File: src/rtl/core/propensity_table_event_sampler_defines.svh
// Assertion macros for the propensity table event sampler
`ifndef PROPENSITY_TABLE_EVENT_SAMPLER_DEFINES_SVH
`define PROPENSITY_TABLE_EVENT_SAMPLER_DEFINES_SVH
`ifndef ASSERT_OFF
`define PTS_ASSERT_CLK(lbl, prop, msg) \
   lbl: assert property (@(posedge clock) disable iff (reset) prop) else $error(msg);
`define PTS_ASSERT_ALWAYS(lbl, prop, msg) \
   lbl: assert property (@(posedge clock) prop) else $error(msg);
`else
`define PTS_ASSERT_CLK(lbl, prop, msg)
`define PTS_ASSERT_ALWAYS(lbl, prop, msg)
`endif
`endif

File: src/rtl/core/pts_pkg.sv
// Shared types and constants of the propensity table event sampler
`timescale 1ns / 1ps
package pts_pkg;
   localparam int ENTRIES_DEF = 1024;
   localparam int CFG_W = 11;
   localparam int WAIT_W = 48;
   localparam int LOG_W = 38;
   localparam int DIVIDEND_W = LOG_W + 16;
   localparam logic [CFG_W-1:0] CFG_RESET = 11'd1024;
   localparam logic [1:0] REQ_UPDATE = 2'd0;
   localparam logic [1:0] REQ_EVENT = 2'd1;
   localparam logic [31:0] LN2_Q32 = 32'd2977044472;

   typedef struct packed {
      logic [1:0]  req_type;
      logic [9:0]  entry_index;
      logic [31:0] new_propensity;
      logic [31:0] uniform_pick;
      logic [31:0] uniform_wait;
   } req_beat_type;

   typedef struct packed {
      logic signed [10:0] event_index;
      logic [47:0]        wait_time;
      logic [31:0]        entry_propensity;
      logic [41:0]        total_propensity;
      logic [10:0]        active_entries;
   } rsp_beat_type;
endpackage

File: src/rtl/core/pts_log.sv
// Negative natural log of the wait fraction, Q6.32, by repeated squaring
`timescale 1ns / 1ps
module pts_log (
   input  logic                        clock,
   input  logic                        reset,
   input  logic                        start,
   input  logic [31:0]                 code,
   output logic                        done,
   output logic [pts_pkg::LOG_W-1:0]   nlog
);
   localparam logic [2:0] L_IDLE = 3'd0;
   localparam logic [2:0] L_NORM = 3'd1;
   localparam logic [2:0] L_SQR  = 3'd2;
   localparam logic [2:0] L_MUL  = 3'd3;
   localparam logic [2:0] L_RND  = 3'd4;

   logic [2:0]  state_ff, state_in;
   logic [31:0] m_ff, m_in;
   logic [5:0]  e_ff, e_in;
   logic [31:0] frac_ff, frac_in;
   logic [4:0]  i_ff, i_in;
   logic [63:0] plo_ff, plo_in;
   logic [pts_pkg::LOG_W-1:0] phi_ff, phi_in;
   logic [pts_pkg::LOG_W-1:0] nlog_ff, nlog_in;
   logic        done_ff, done_in;
   logic [63:0] sq;
   logic [32:0] t;
   logic [pts_pkg::LOG_W-1:0] nl;
   logic [63:0] rnd;

   assign sq  = 64'(m_ff) * 64'(m_ff);
   assign t   = sq[63:31];
   assign nl  = {6'd32, 32'd0} - {e_ff, frac_ff};
   assign rnd = plo_ff + 64'h8000_0000;

   always_comb begin
      state_in = state_ff;
      m_in     = m_ff;
      e_in     = e_ff;
      frac_in  = frac_ff;
      i_in     = i_ff;
      plo_in   = plo_ff;
      phi_in   = phi_ff;
      nlog_in  = nlog_ff;
      done_in  = 1'b0;
      unique case (state_ff)
         L_IDLE: begin
            if (start) begin
               frac_in = '0;
               i_in    = 5'd31;
               if (&code) begin
                  m_in     = 32'h8000_0000;
                  e_in     = 6'd32;
                  state_in = L_SQR;
               end else begin
                  m_in     = code + 32'd1;
                  e_in     = 6'd31;
                  state_in = L_NORM;
               end
            end
         end
         L_NORM: begin
            if (m_ff[31]) begin
               state_in = L_SQR;
            end else begin
               m_in = {m_ff[30:0], 1'b0};
               e_in = e_ff - 6'd1;
            end
         end
         L_SQR: begin
            if (t[32]) begin
               m_in          = t[32:1];
               frac_in[i_ff] = 1'b1;
            end else begin
               m_in = t[31:0];
            end
            if (i_ff == 5'd0) begin
               state_in = L_MUL;
            end else begin
               i_in = i_ff - 5'd1;
            end
         end
         L_MUL: begin
            plo_in   = 64'(nl[31:0]) * 64'(pts_pkg::LN2_Q32);
            phi_in   = pts_pkg::LOG_W'(nl[37:32]) * pts_pkg::LOG_W'(pts_pkg::LN2_Q32);
            state_in = L_RND;
         end
         L_RND: begin
            nlog_in  = phi_ff + pts_pkg::LOG_W'(rnd[63:32]);
            done_in  = 1'b1;
            state_in = L_IDLE;
         end
         default: state_in = L_IDLE;
      endcase
   end

   always_ff @(posedge clock) begin
      if (reset) begin
         state_ff <= L_IDLE;
         done_ff  <= 1'b0;
      end else begin
         state_ff <= state_in;
         done_ff  <= done_in;
      end
      m_ff    <= m_in;
      e_ff    <= e_in;
      frac_ff <= frac_in;
      i_ff    <= i_in;
      plo_ff  <= plo_in;
      phi_ff  <= phi_in;
      nlog_ff <= nlog_in;
   end

   assign done = done_ff;
   assign nlog = nlog_ff;
endmodule

File: config.mk
export PLATFORM = sky130hd
export DESIGN_NAME = pts_log
export DESIGN_NICKNAME = d
export VERILOG_FILES = /design/src/rtl/core/propensity_table_event_sampler_defines.svh /design/src/rtl/core/pts_pkg.sv /design/src/rtl/core/pts_log.sv
export SDC_FILE = /design/constraint.sdc
export NUM_CORES = 2
export LEC_CHECK = 0
export BUFFER_PORTS_ARGS = -buffer_cell sky130_fd_sc_hd__clkbuf_2
export CORE_UTILIZATION = 40
export DETAILED_ROUTE_END_ITERATION = 8
export HOLD_SLACK_MARGIN = 0.08
export PLACE_DENSITY = 0.68
export SLEW_MARGIN = 5
export SYNTH_ARGS = -nofsm -noshare
export SYNTH_HDL_FRONTEND = slang
export SYNTH_SLANG_ARGS = --single-unit
File: constraint.sdc
create_clock -name clock -period 9.95 [get_ports clock]
set_input_delay 0.4975 -clock clock [delete_from_list [all_inputs] [get_ports clock]]
set_output_delay 0.4975 -clock clock [all_outputs]
set_load 0.02 [all_outputs]
==> flow_summary_export.csv <==
group,metric,value,unit
synthesis,synthMuxAreaShare,0.00406,
place,dpl.cell_count,7831,
place,dp_hpwl,134000,um
status,status,"finished, final reports clean",
cts,cts_root_buf,"clkbuf_16",
synthesis,synth_compound_area_frac,0.0730,
global_route,grt_max_degree,70,
final_layout,mostFrequentLayoutCell,"inv_1",
synthesis,synth_top_family_by_area,"adder cells",
synthesis,syn_nets,7818,
global_route,grt_overflow_total,0,
route,drc,0,
timing,holdWs,0.366,ns
synthesis,netlist_area,57000,um2
final_layout,regArea,5520,um2
floorplan,die_w,380,um
cts,cts_max_level,4,
route,wire_per_inst,19.7,um
setup_path,cp_top_family,"adder cells",
floorplan,die_y,380,um
setup_path,worstPathMaxFanout,7,
synthesis,synthSimpleGateAreaFrac,0.0951,
final_layout,nNetsFinal,7901,
timing,fin_skew,0.0281,ns
setup_path,worst-r2r-setup-slack,0.40,ns
setup_path,slowest_delay,0.56,ns
route,vias,40836,
final_layout,drive_gt1_frac,0.0531,
timing,slew_headroom,0.169,
route,ant_nets,0,
place,place.gp.congestion,0.972,
floorplan,io_pins,74,
timing,slew_violations,0,
setup_path,worstPathArrival,9.79,ns
place,numPortBuffers,73,
setup_path,start_kind,"register",
job,cap_violations,0,
synthesis,synth_edf_count,181,
synthesis,yosys_warnings,0,
global_route,grt_pass1_wl,246000,um
setup_path,crit_top_cell,"fa_1",
synthesis,netlist_instances,5877,
cts,clk_pin_slew_worst_paths,0.10,ns
cts,tritoncts,"done",
route,viasPerCell,5.19,
synthesis,synth_top_area_frac,0.405,
setup_path,crit_required,10.19,ns
final_layout,finalNonFillerCells,7869,
route,drt_iter0_drc,3389,
final_layout,multi_input_area,45200,um2
setup_path,endpoint_kind,"register",
route,wirelength,155000,um
cts,cts.sink_count,185,
final_layout,area_growth,7.07,%
synthesis,avgSynthCellArea,9.70,um2
final_layout,n_fill_cell,13451,
timing,fmax,105,MHz
synthesis,seq_area_frac_synth,0.0967,
synthesis,yosys.area.top_type,"fa_1",
setup_path,path_buf_inv,5,
setup_path,setup.worst_path.class,"reg2reg",
cts,cts_setup_buffers,0,
global_route,grt_usage,0.220,
synthesis,synth.area.top_cells,"fa_1 40%, ha_1 17%, inv_1 10%",
synthesis,synth_seq_cells,185,
synthesis,ys.flop_type,"edfxtp_1",
cts,cts.path.max_buffers,2,
floorplan,core,141000,um2
synthesis,ys_async_sr_fraction,0,
timing,setup_viol,0,
timing,worst_pin_slew,1.25,ns
setup_path,crit_slowest_cell,"or4_4",
worst_hold_path,hold_class,"in2reg",
floorplan,num_rows,138,
cts,hold_buffers,0,
timing,finalHoldViolCount,0,
timing,fin_crit_sh,0.959,
route,firstDrtPassIters,8,
synthesis,synthXorXnorAreaFrac,0.0484,
global_route,antenna_found_initial,18,
synthesis,post_synth_num_cell_types,83,
cts,numCtsBuffers,17,
synthesis,synthAdderAreaFrac,0.570,
final_layout,fin_util,0.432,
final_layout,layout_common_cells,"1546 x inv_1, 1153 x fa_1, 752 x ha_1",
floorplan,dieArea,144000,um2
timing,period_minus_slack,9.55,ns
global_route,grt_pass1_vias,43356,
cts,clock_latency,0.51,ns
floorplan,start_util,0.403,
-- worst register-to-register path: cells and delay by family, from the launching register on --
| family | cells | cell delay (ns) |
|---|---|---|
| adders and majority gates | 8 | 3.78 |
| and+or+nand+nor | 8 | 1.75 |
| xor gates and xnor gates | 4 | 0.88 |
| AOI/OAI and AO/OA | 7 | 2.05 |
| DFF | 1 | 0.47 |
| buffers and inverters | 5 | 0.37 |
-- cells by family (layout without fill, tap and decap cells) --
kind of cell	after synthesis	count (layout)
multiplexers	23	23
adder cells (fa/ha/maj)	1906	1906
buffers and inverters	1704	1800
AND/OR/NAND/NOR	1098	1098
other	1	7
flip-flops	185	185
XOR/XNOR	314	314
AO/OA/AOI/OAI	646	646
-- synthesized netlist by cell type, drive strengths merged, types with 8 or more instances --
library cell,number
o21ai,110
a222oi,8
a211oi,19
xnor2,179
nor2,196
fa,1153
nor3b,11
clkbuf,142
nor2b,31
nor4,10
a21oi,200
a31oi,27
ha,753
inv,1548
nand2,378
o31ai,11
or2,11
edfxtp,181
and2,228
buf,10
nand3,66
nand2b,25
o21a,14
nor3,38
a31o,17
xor2,135
mux2i,22
a22oi,19
and3,40
a21o,120
o21bai,26
nand4,30
o211ai,12
or3,11
-- area by class of cell --
type / instances / share of cell area
antenna: 6 / 0.000246
clock buffer: 17 / 0.00697
clock inverter: 15 / 0.00359
inverter: 1552 / 0.0954
multi-input combinational: 3988 / 0.741
sequential: 185 / 0.0903
tap: 1890 / 0.0387
timing repair buffer: 216 / 0.0242
-- routing by layer --
metal,global-route usage,part of all wire,up-vias
li1,-,-,18374
met1,0.309,0.43,20843
met2,0.354,0.46,1370
met3,0.0388,0.080,229
met4,0.0529,0.024,20
met5,0,0.00077,-
-- worst paths after layout --
check / cells past startpoint / endpoint / from
hold reg to reg: 1 / nlog[37]$_DFFE_PP_ / phi_ff[37]$_DFFE_PP_
setup reg to reg: 32 / plo_ff[60]$_DFFE_PP_ / frac_ff[4]$_SDFFCE_PN0P_
hold / removal: 2 / done$_SDFF_PP0_ / reset
setup / recovery: 32 / plo_ff[60]$_DFFE_PP_ / frac_ff[4]$_SDFFCE_PN0P_
-- metrics by stage --
stage          setup TNS (ns)  worst slack [ns]  cell area, um2
3_3_place_gp                0             0.131           60300
5_1_grt               -0.0513           -0.0513           61000
3_5_place_dp                0            0.0423           60300
6_report                    0             0.403           61000
2_1_floorplan               0             0.507           57000
4_1_cts                     0            0.0401           61000
-- timing repair --
item                                    4_1_cts  5_1_grt
endpoints found under the setup margin        0       17
gates resized for setup                       0       18
endpoints found under the hold margin         0        0
-- registers in the layout (all words and copies together) (netlist names) --
name,count
nlog,38
e_ff,6
plo_ff,33
i_ff,5
done,1
state_ff,3
m_ff,32
phi_ff,35
frac_ff,32
Power is not shown: default switching activity piles up to over one toggle a cycle in this logic, so the estimate is an artifact.
