--- src/rtl/core/propensity_table_event_sampler_defines.svh ---
// Assertion macros for the propensity table event sampler
`ifndef PROPENSITY_TABLE_EVENT_SAMPLER_DEFINES_SVH
`define PROPENSITY_TABLE_EVENT_SAMPLER_DEFINES_SVH
`ifndef ASSERT_OFF
`define PTS_ASSERT_CLK(lbl, prop, msg) \
   lbl: assert property (@(posedge clock) disable iff (reset) prop) else $error(msg);
`define PTS_ASSERT_ALWAYS(lbl, prop, msg) \
   lbl: assert property (@(posedge clock) prop) else $error(msg);
`else
`define PTS_ASSERT_CLK(lbl, prop, msg)
`define PTS_ASSERT_ALWAYS(lbl, prop, msg)
`endif
`endif

--- src/rtl/core/pts_pkg.sv ---
// Shared types and constants of the propensity table event sampler
`timescale 1ns / 1ps
package pts_pkg;
   localparam int ENTRIES_DEF = 1024;
   localparam int CFG_W = 11;
   localparam int WAIT_W = 48;
   localparam int LOG_W = 38;
   localparam int DIVIDEND_W = LOG_W + 16;
   localparam logic [CFG_W-1:0] CFG_RESET = 11'd1024;
   localparam logic [1:0] REQ_UPDATE = 2'd0;
   localparam logic [1:0] REQ_EVENT = 2'd1;
   localparam logic [31:0] LN2_Q32 = 32'd2977044472;

   typedef struct packed {
      logic [1:0]  req_type;
      logic [9:0]  entry_index;
      logic [31:0] new_propensity;
      logic [31:0] uniform_pick;
      logic [31:0] uniform_wait;
   } req_beat_type;

   typedef struct packed {
      logic signed [10:0] event_index;
      logic [47:0]        wait_time;
      logic [31:0]        entry_propensity;
      logic [41:0]        total_propensity;
      logic [10:0]        active_entries;
   } rsp_beat_type;
endpackage

--- src/rtl/core/pts_div.sv ---
// Restoring divider, one quotient bit a cycle
`timescale 1ns / 1ps
module pts_div #(
   parameter int SUM_W = 32 + $clog2(pts_pkg::ENTRIES_DEF + 1)
) (
   input  logic                            clock,
   input  logic                            reset,
   input  logic                            start,
   input  logic [pts_pkg::DIVIDEND_W-1:0]  dividend,
   input  logic [SUM_W-1:0]                divisor,
   output logic                            done,
   output logic [pts_pkg::DIVIDEND_W-1:0]  quotient
);
   localparam int DW = pts_pkg::DIVIDEND_W;
   localparam int CNTW = $clog2(DW);

   logic            busy_ff, busy_in;
   logic            done_ff, done_in;
   logic [CNTW-1:0] cnt_ff, cnt_in;
   logic [SUM_W-1:0] rem_ff, rem_in;
   logic [SUM_W-1:0] dvs_ff, dvs_in;
   logic [DW-1:0]   quo_ff, quo_in;
   logic [SUM_W:0]  r2;
   logic            ge;

   assign r2 = {rem_ff, quo_ff[DW-1]};
   assign ge = r2 >= {1'b0, dvs_ff};

   always_comb begin
      busy_in = busy_ff;
      done_in = 1'b0;
      cnt_in  = cnt_ff;
      rem_in  = rem_ff;
      dvs_in  = dvs_ff;
      quo_in  = quo_ff;
      if (busy_ff) begin
         rem_in = ge ? SUM_W'(r2 - {1'b0, dvs_ff}) : SUM_W'(r2);
         quo_in = {quo_ff[DW-2:0], ge};
         if (cnt_ff == '0) begin
            busy_in = 1'b0;
            done_in = 1'b1;
         end else begin
            cnt_in = cnt_ff - CNTW'(1);
         end
      end else if (start) begin
         busy_in = 1'b1;
         cnt_in  = CNTW'(DW - 1);
         rem_in  = '0;
         dvs_in  = divisor;
         quo_in  = dividend;
      end
   end

   always_ff @(posedge clock) begin
      if (reset) begin
         busy_ff <= 1'b0;
         done_ff <= 1'b0;
      end else begin
         busy_ff <= busy_in;
         done_ff <= done_in;
      end
      cnt_ff <= cnt_in;
      rem_ff <= rem_in;
      dvs_ff <= dvs_in;
      quo_ff <= quo_in;
   end

   assign done     = done_ff;
   assign quotient = quo_ff;
endmodule

--- config.mk ---
export PLATFORM = sky130hd
export DESIGN_NAME = pts_div
export DESIGN_NICKNAME = d
export VERILOG_FILES = /design/src/rtl/core/propensity_table_event_sampler_defines.svh /design/src/rtl/core/pts_pkg.sv /design/src/rtl/core/pts_div.sv
export SDC_FILE = /design/constraint.sdc
export NUM_CORES = 1
export LEC_CHECK = 0
export BUFFER_PORTS_ARGS = -buffer_cell sky130_fd_sc_hd__buf_4
export CAP_MARGIN = 10
export CORE_MARGIN = 1
export CORE_UTILIZATION = 55
export DETAILED_ROUTE_END_ITERATION = 10
export PLACE_DENSITY = 0.9
export SYNTH_ARGS = -nofsm -noshare
export SYNTH_HDL_FRONTEND = slang
export SYNTH_SLANG_ARGS = --single-unit
--- constraint.sdc ---
create_clock -name clock -period 3.61 [get_ports clock]
set_input_delay 0.1805 -clock clock [delete_from_list [all_inputs] [get_ports clock]]
set_output_delay 0.1805 -clock clock [all_outputs]
set_load 0.01 [all_outputs]
==> out/results.ini, run 1 <==
[outcome]
status=finished clean

[place]
place_congestion=0.896
hpwl_um=13900
port_buffers=154
dpl.cell_count=1085

[final_layout]
final-seq-area_um2=4430
finalNetCount=1083
n_antenna_cell=0
final_cell_count_no_fill=1161
drive_gt1_share_pct=27.3
area_growth_syn_to_layout_pct=27.1
n_fill_cell=1068
multi_input_area_um2=3930

[yosys]
syn-num-nets=893
ys.flop_type=edfxtp_1
async_flop_share_pct=0
synth_area_leaders=edfxtp_1 (50%), mux2_2 (6.9%), ha_1 (6.5%), mux2i_1 (3.9%), nor2b_1 (2.8%)
synth_area_per_cell_um2=11.6
netlist_instances=747
ys_warn_count=0
synth_cell_type_count=62
synth_seq_cells=148
synth-edff-count=146
synth_area_um2=8700
synth_top_area_share_pct=50.4
synth.most_common_cell=edfxtp_1
synth_seq_area_share_pct=50.9
synth_commonest_cells=edfxtp_1 (146), inv_1 (54), mux2_2 (53)
synth_top_cell_by_area=edfxtp_1

[clock_network]
clk_pin_slew_ps=70
clock-sinks=148
root_buffer=clkbuf_16
clk_latency_ps=430
cts_tree=built
cts-buffers-inserted=17
clockBufferDepth=2
htree_levels=4

[timing]
hold_viol=0
fin_crit_sh_pct=94.7
clock_skew_ps=11.5
setup_viol=0
fin_tns_setup_ps=0
maxSlewViolCount=0
max_freq_mhz=293
rsz0062_at_grt=no
fin_crit_ps=3420
tightestPinTransition_ps=734
maxSlewHeadroom_pct=51.0

[flow_run]
maxCapViolations=0

[global_route]
antenna_found_initial=0
grt_pass1_wl_um=32500
grt_max_degree=62
grt-busiest-layer=met2
use_met2_pct=44.0
grtUsageTotal_pct=25.7
grt_pass1_vias=6752
use_met1_pct=31.2
met3_usage_pct=6.76
grt_overflow_total=0

[worst_setup_path]
cp_data_required_time_ps=3780
start_kind=register
cp-end-kind=register
crit_fanout=13
crit_type=register to register
critPathArrivalTime_ps=3590

[drt]
drt_iter0_drc=509
avgRoutedWirePerCell_um=17.6
drc_errors=0
drtAntennaViolNets=0
first_pass_iters=6
vias_per_cell=5.69
routed_wl_um=20400
num_vias=6610

[power_and_ir_drop]
powerDensity_nw_per_um2=524
peakVddDrop_mv=0.467
p_leak_uw=0.00479

[die]
die_h_um=128
die-area_um2=16300
rows=45
ios=155
core_area_um2=15300
die_w_um=128
start_util_pct=56.8

[hold_path]
hp-class=primary input to register

[critical path: stages, from the launching register on]
cell       delay (ps)
edfxtp_1          410
ha_1              380
nor2b_1           180
o2111ai_1         220
nand3b_1          190
a311o_1           430
o31ai_4           350
o21bai_2          190
o21ai_4           210
buf_4             280
mux2i_1           230
nor2b_1            90
[final timing paths]
kind	from	to	slack (ps)	depth (start not counted)
max	rem_ff[1]	rem_ff[19]	190	11
min	dividend[6]	quotient[6]	50	2
max reg2reg	rem_ff[1]	rem_ff[19]	190	11
min reg2reg	quotient[16]	quotient[17]	580	1
[where the power goes]
group / internal, uW / switching [uW] / total [uW]
sequential: 2130 / 119 / 2250
combinational: 842 / 969 / 1810
clock: 969 / 772 / 1740
[logic make-up (layout without fill, tap and decap cells)]
kind of cell	after synthesis	count (layout)	synth area share (%)
and+or+nand+nor	178	178	11.0
buffers and inverters	87	290	4.13
adders and majority gates	46	46	6.70
DFF	148	148	50.9
muxes	87	87	10.8
xor gates and xnor gates	41	41	4.13
AOI/OAI and AO/OA	160	160	12.5
[per-layer routing]
layer / up-vias / part of all wire (%)
met3: 35 / 7.0
met2: 268 / 49
met4: 0 / 1.9
li1: 3145 / -
met1: 3162 / 42
met5: - / 0
[layout by cell type (no fill, tap or decap), types with 19 or more instances in the layout]
cell type and instances:
a21o_1 19, a21oi_1 44, buf_4 158, dlygate4sd3_1 44, edfxtp_1 146, ha_1 45
inv_1 54, mux2_2 53, mux2i_1 34, nand2_1 39, nor2_1 27, nor2b_1 38
o21ai_0 28, xnor2_1 19, xor2_1 22
[stage by stage]
| step | util [%] | setup slack (ps) | hold WS, ps | instance area [um^2] | total power (uW) |
|---|---|---|---|---|---|
| final | 72.2 | 191 | 48.6 | 11100 | 5800 |
| after global routing | 72.2 | 15.8 | 40.3 | 11100 | 6050 |
| after CTS | 72.2 | 231 | 31.5 | 11100 | 5800 |
| after floorplan | - | 489 | 252 | 8700 | 3530 |
| after global placement | 65.6 | 360 | 338 | 10000 | 3960 |
| after detailed placement | 65.6 | 258 | 343 | 10000 | 4010 |
[area by class of cell]
class	instances	share of cell area (%)
Clock buffer	18	3.88
Clock inverter	14	1.27
Inverter	54	1.83
Multi-Input combinational cell	512	35.5
Sequential cell	148	40.0
Tap cell	211	2.39
Timing Repair Buffer	204	15.1
[flip-flops by register name (all words and copies together) (netlist names)]
signal and count:
cnt_ff 6, rem_ff 43, done 1, quotient 54, dvs_ff 43, busy_ff 1
[repair_timing]
action,4_1_cts,5_1_grt
setup endpoints to repair,0,0
hold endpoints to repair,45,0
resized for setup,0,0
hold buffers,44,0
setup buffers,0,0
No activity file was read; power rests on OpenSTA's default activity.
==> inputs of run 2 (changes only) <==
--- a/config.mk
+++ b/config.mk
@@ -7,10 +7,13 @@
 export LEC_CHECK = 0
 export BUFFER_PORTS_ARGS = -buffer_cell sky130_fd_sc_hd__buf_4
 export CAP_MARGIN = 10
+export CELL_PAD_IN_SITES_DETAIL_PLACEMENT = 2
+export CELL_PAD_IN_SITES_GLOBAL_PLACEMENT = 2
 export CORE_MARGIN = 1
-export CORE_UTILIZATION = 55
+export CORE_UTILIZATION = 37
 export DETAILED_ROUTE_END_ITERATION = 10
-export PLACE_DENSITY = 0.9
+export PLACE_DENSITY = 0.91
+export SKIP_LAST_GASP = 1
 export SYNTH_ARGS = -nofsm -noshare
 export SYNTH_HDL_FRONTEND = slang
 export SYNTH_SLANG_ARGS = --single-unit
==> run 2 against run 1 <==
  * Clock power barely moved
  * First-iteration DRC count shrank 55%
  * Register-to-register slack got worse by 95 ps
  * Critical path depth increased by 2
  * Via count grew 2.8%
  * Fmax decreased by 2.7%
  * Routed wire length rose by 36%
  * Die area up 48%
  * Total power is 3.3% higher
  * Hold slack got worse by 11 ps
  * Sequential power barely moved
  * Critical endpoint is now rem_ff[33]
==> out/results.ini, run 2 (same netlist as run 1, synthesis figures left out) <==
[outcome]
status=finished clean

[final_layout]
final_common_cell=buf_4
largest_reg_flops=54  ; unchanged
drive_gt1_share_pct=28.3  ; +1.0 points
n_fill_cell=2322  ; +120%
area_growth_syn_to_layout_pct=29.7
finalNetCount=1095  ; +1.1%
final_cell_mix=buf_4 (169), edfxtp_1 (146), inv_1 (54)
final_cell_count_no_fill=1277  ; +10%

[power_and_ir_drop]
fin_total_pwr_uw=5990  ; +3.3%
peakVddDrop_mv=0.257  ; -45%
p_leak_uw=0.00485  ; +1.2%
powerDensity_nw_per_um2=531  ; +1.3%

[timing]
clock_skew_ps=15.3  ; +3.82 ps
maxSlewHeadroom_pct=33.1  ; -18 points
fin_tns_setup_ps=0  ; unchanged
maxSlewViolCount=0  ; unchanged
fin_crit_sh_pct=97.3  ; +2.6 points
hold_viol=0  ; unchanged
fin_hold_ws_ps=37.9  ; -10.7 ps
fin_crit_ps=3510  ; +95.0 ps
rsz0062_at_grt=yes
setup_viol=0  ; unchanged
setup_slack_ps=96.3  ; -95.0 ps
max_freq_mhz=285  ; -2.7%
tightestPinTransition_ps=1000  ; +269 ps

[worst_setup_path]
rrSetupSlack_ps=100  ; -100 ps
critPathArrivalTime_ps=3700  ; +110 ps
crit_slowest_cell=a311o_1
max_stage_delay_ps=450  ; +20 ps
cp_cell_sequence=inv_1 -> ha_1 -> fa_1 -> nor2b_1 -> o2111ai_1 -> nand3b_1 -> a311o_1 -> o31ai_4 -> o21bai_2 -> o21ai_4 -> buf_4 -> mux2i_1 -> nor2b_1
start_kind=register
critPathBufInv=2  ; +1
crit_fanout=12  ; -1
cp_data_required_time_ps=3800  ; +20 ps
cpLargestDelayFamily=compound AO/OA/AOI/OAI gates
crit_type=register to register
cp-end-kind=register
worst_path_most_repeated_cell=nor2b_1

[hold_path]
hp-class=primary input to register

[global_route]
grt_pass1_vias=7762  ; +15%
grt_max_degree=88  ; +42%
grt_overflow_total=0  ; unchanged
grtUsageTotal_pct=23.3  ; -2.3 points
antenna_found_initial=2  ; +2
grt_pass1_wl_um=42900  ; +32%

[place]
dp_worst_setup_slack_ps=60.6  ; -197 ps
dpl.cell_count=1195  ; +10%
hpwl_um=19000  ; +36%
place_congestion=0.835  ; -6.9%
port_buffers=154  ; unchanged

[die]
die_w_um=155  ; +22%
start_util_pct=38.1  ; -19 points
die_h_um=155  ; +22%
die-area_um2=24100  ; +48%
core_area_um2=22800  ; +49%
rows=55  ; +22%
ios=155  ; unchanged

[drt]
vias_per_cell=5.32  ; -6.6%
wl_met3_um=1770  ; +24%
wl_met1_um=11200  ; +31%
avgRoutedWirePerCell_um=21.8  ; +24%
drtAntennaViolNets=0  ; unchanged
drc_errors=0  ; unchanged
met2_length_um=14200  ; +42%
highest_layer=met4
first_pass_iters=4  ; -2
num_vias=6794  ; +2.8%
routed_wl_um=27800  ; +36%
drt_iter0_drc=228  ; -55%

[clock_network]
cts_tree=built
clk_latency_ps=440  ; about the same
clock-sinks=148  ; unchanged
htree_levels=4  ; unchanged
clockBufferDepth=2  ; unchanged
clk_pin_slew_ps=80  ; about the same
cts-buffers-inserted=17  ; unchanged
root_buffer=clkbuf_16

[flow_run]
maxCapViolations=0  ; unchanged

run 2: cell types whose count changed in the layout (fill, tap and decap cells not counted), sizes merged:
cell,before,now
bufinv,1,0
clkinv,1,3
clkbuf,18,19
clkinvlp,4,3
buf,160,171
diode,0,2
run 2: repair_timing:
item | in CTS | in global routing
hold buffers | 44 | 0
endpoints found under the hold margin | 45 | 0
setup buffers | 0 | 3
endpoints found under the setup margin | 0 | 16
resized for setup | 0 | 6
run 2: final cells by class:
type,count,area (um^2),area share [%]
timing repair buffer,216,1770,15.7
multi-input combinational,512,3940,34.9
sequential,148,4430,39.3
clock inverter,14,115,1.02
antenna,2,5.00,0.0444
tap,313,392,3.47
inverter,54,203,1.80
clock buffer,18,429,3.80
run 2: path summary, 6_finish.rpt:
kind                      from           end  cells past startpoint
setup / recovery  quotient[53]    rem_ff[33]                     13
hold / removal    dividend[11]  quotient[11]                      2
setup reg to reg  quotient[53]    rem_ff[33]                     13
hold reg to reg   quotient[41]  quotient[42]                      1
run 2: worst register-to-register path: stages (launching register included):
cell and delay (ps):
edfxtp_1 410, inv_1 150, ha_1 220, fa_1 240, nor2b_1 100, o2111ai_1 250
nand3b_1 150, a311o_1 450, o31ai_4 220, o21bai_2 160, o21ai_4 310, buf_4 290
mux2i_1 240, nor2b_1 70
run 2: power by group:
group	internal, uW	leakage, uW	switching (uW)	total [uW]
logic	908	0.00310	1130	2040
registers	2130	0.00148	120	2250
clock network	898	0.000260	810	1710
run 2: routing by layer:
layer	vias to the layer above	GRT usage [%]
met5	-	0
met4	0	8.26
met2	202	41.5
met1	3384	26.6
met3	42	6.52
li1	3166	-
run 2: through the flow:
stage	utilization [%]	cell area (um^2)
after floorplan	-	8700
after global placement	44.7	10200
after detailed placement	44.7	10200
after CTS	49.1	11200
after global routing	49.4	11300
final	49.4	11300
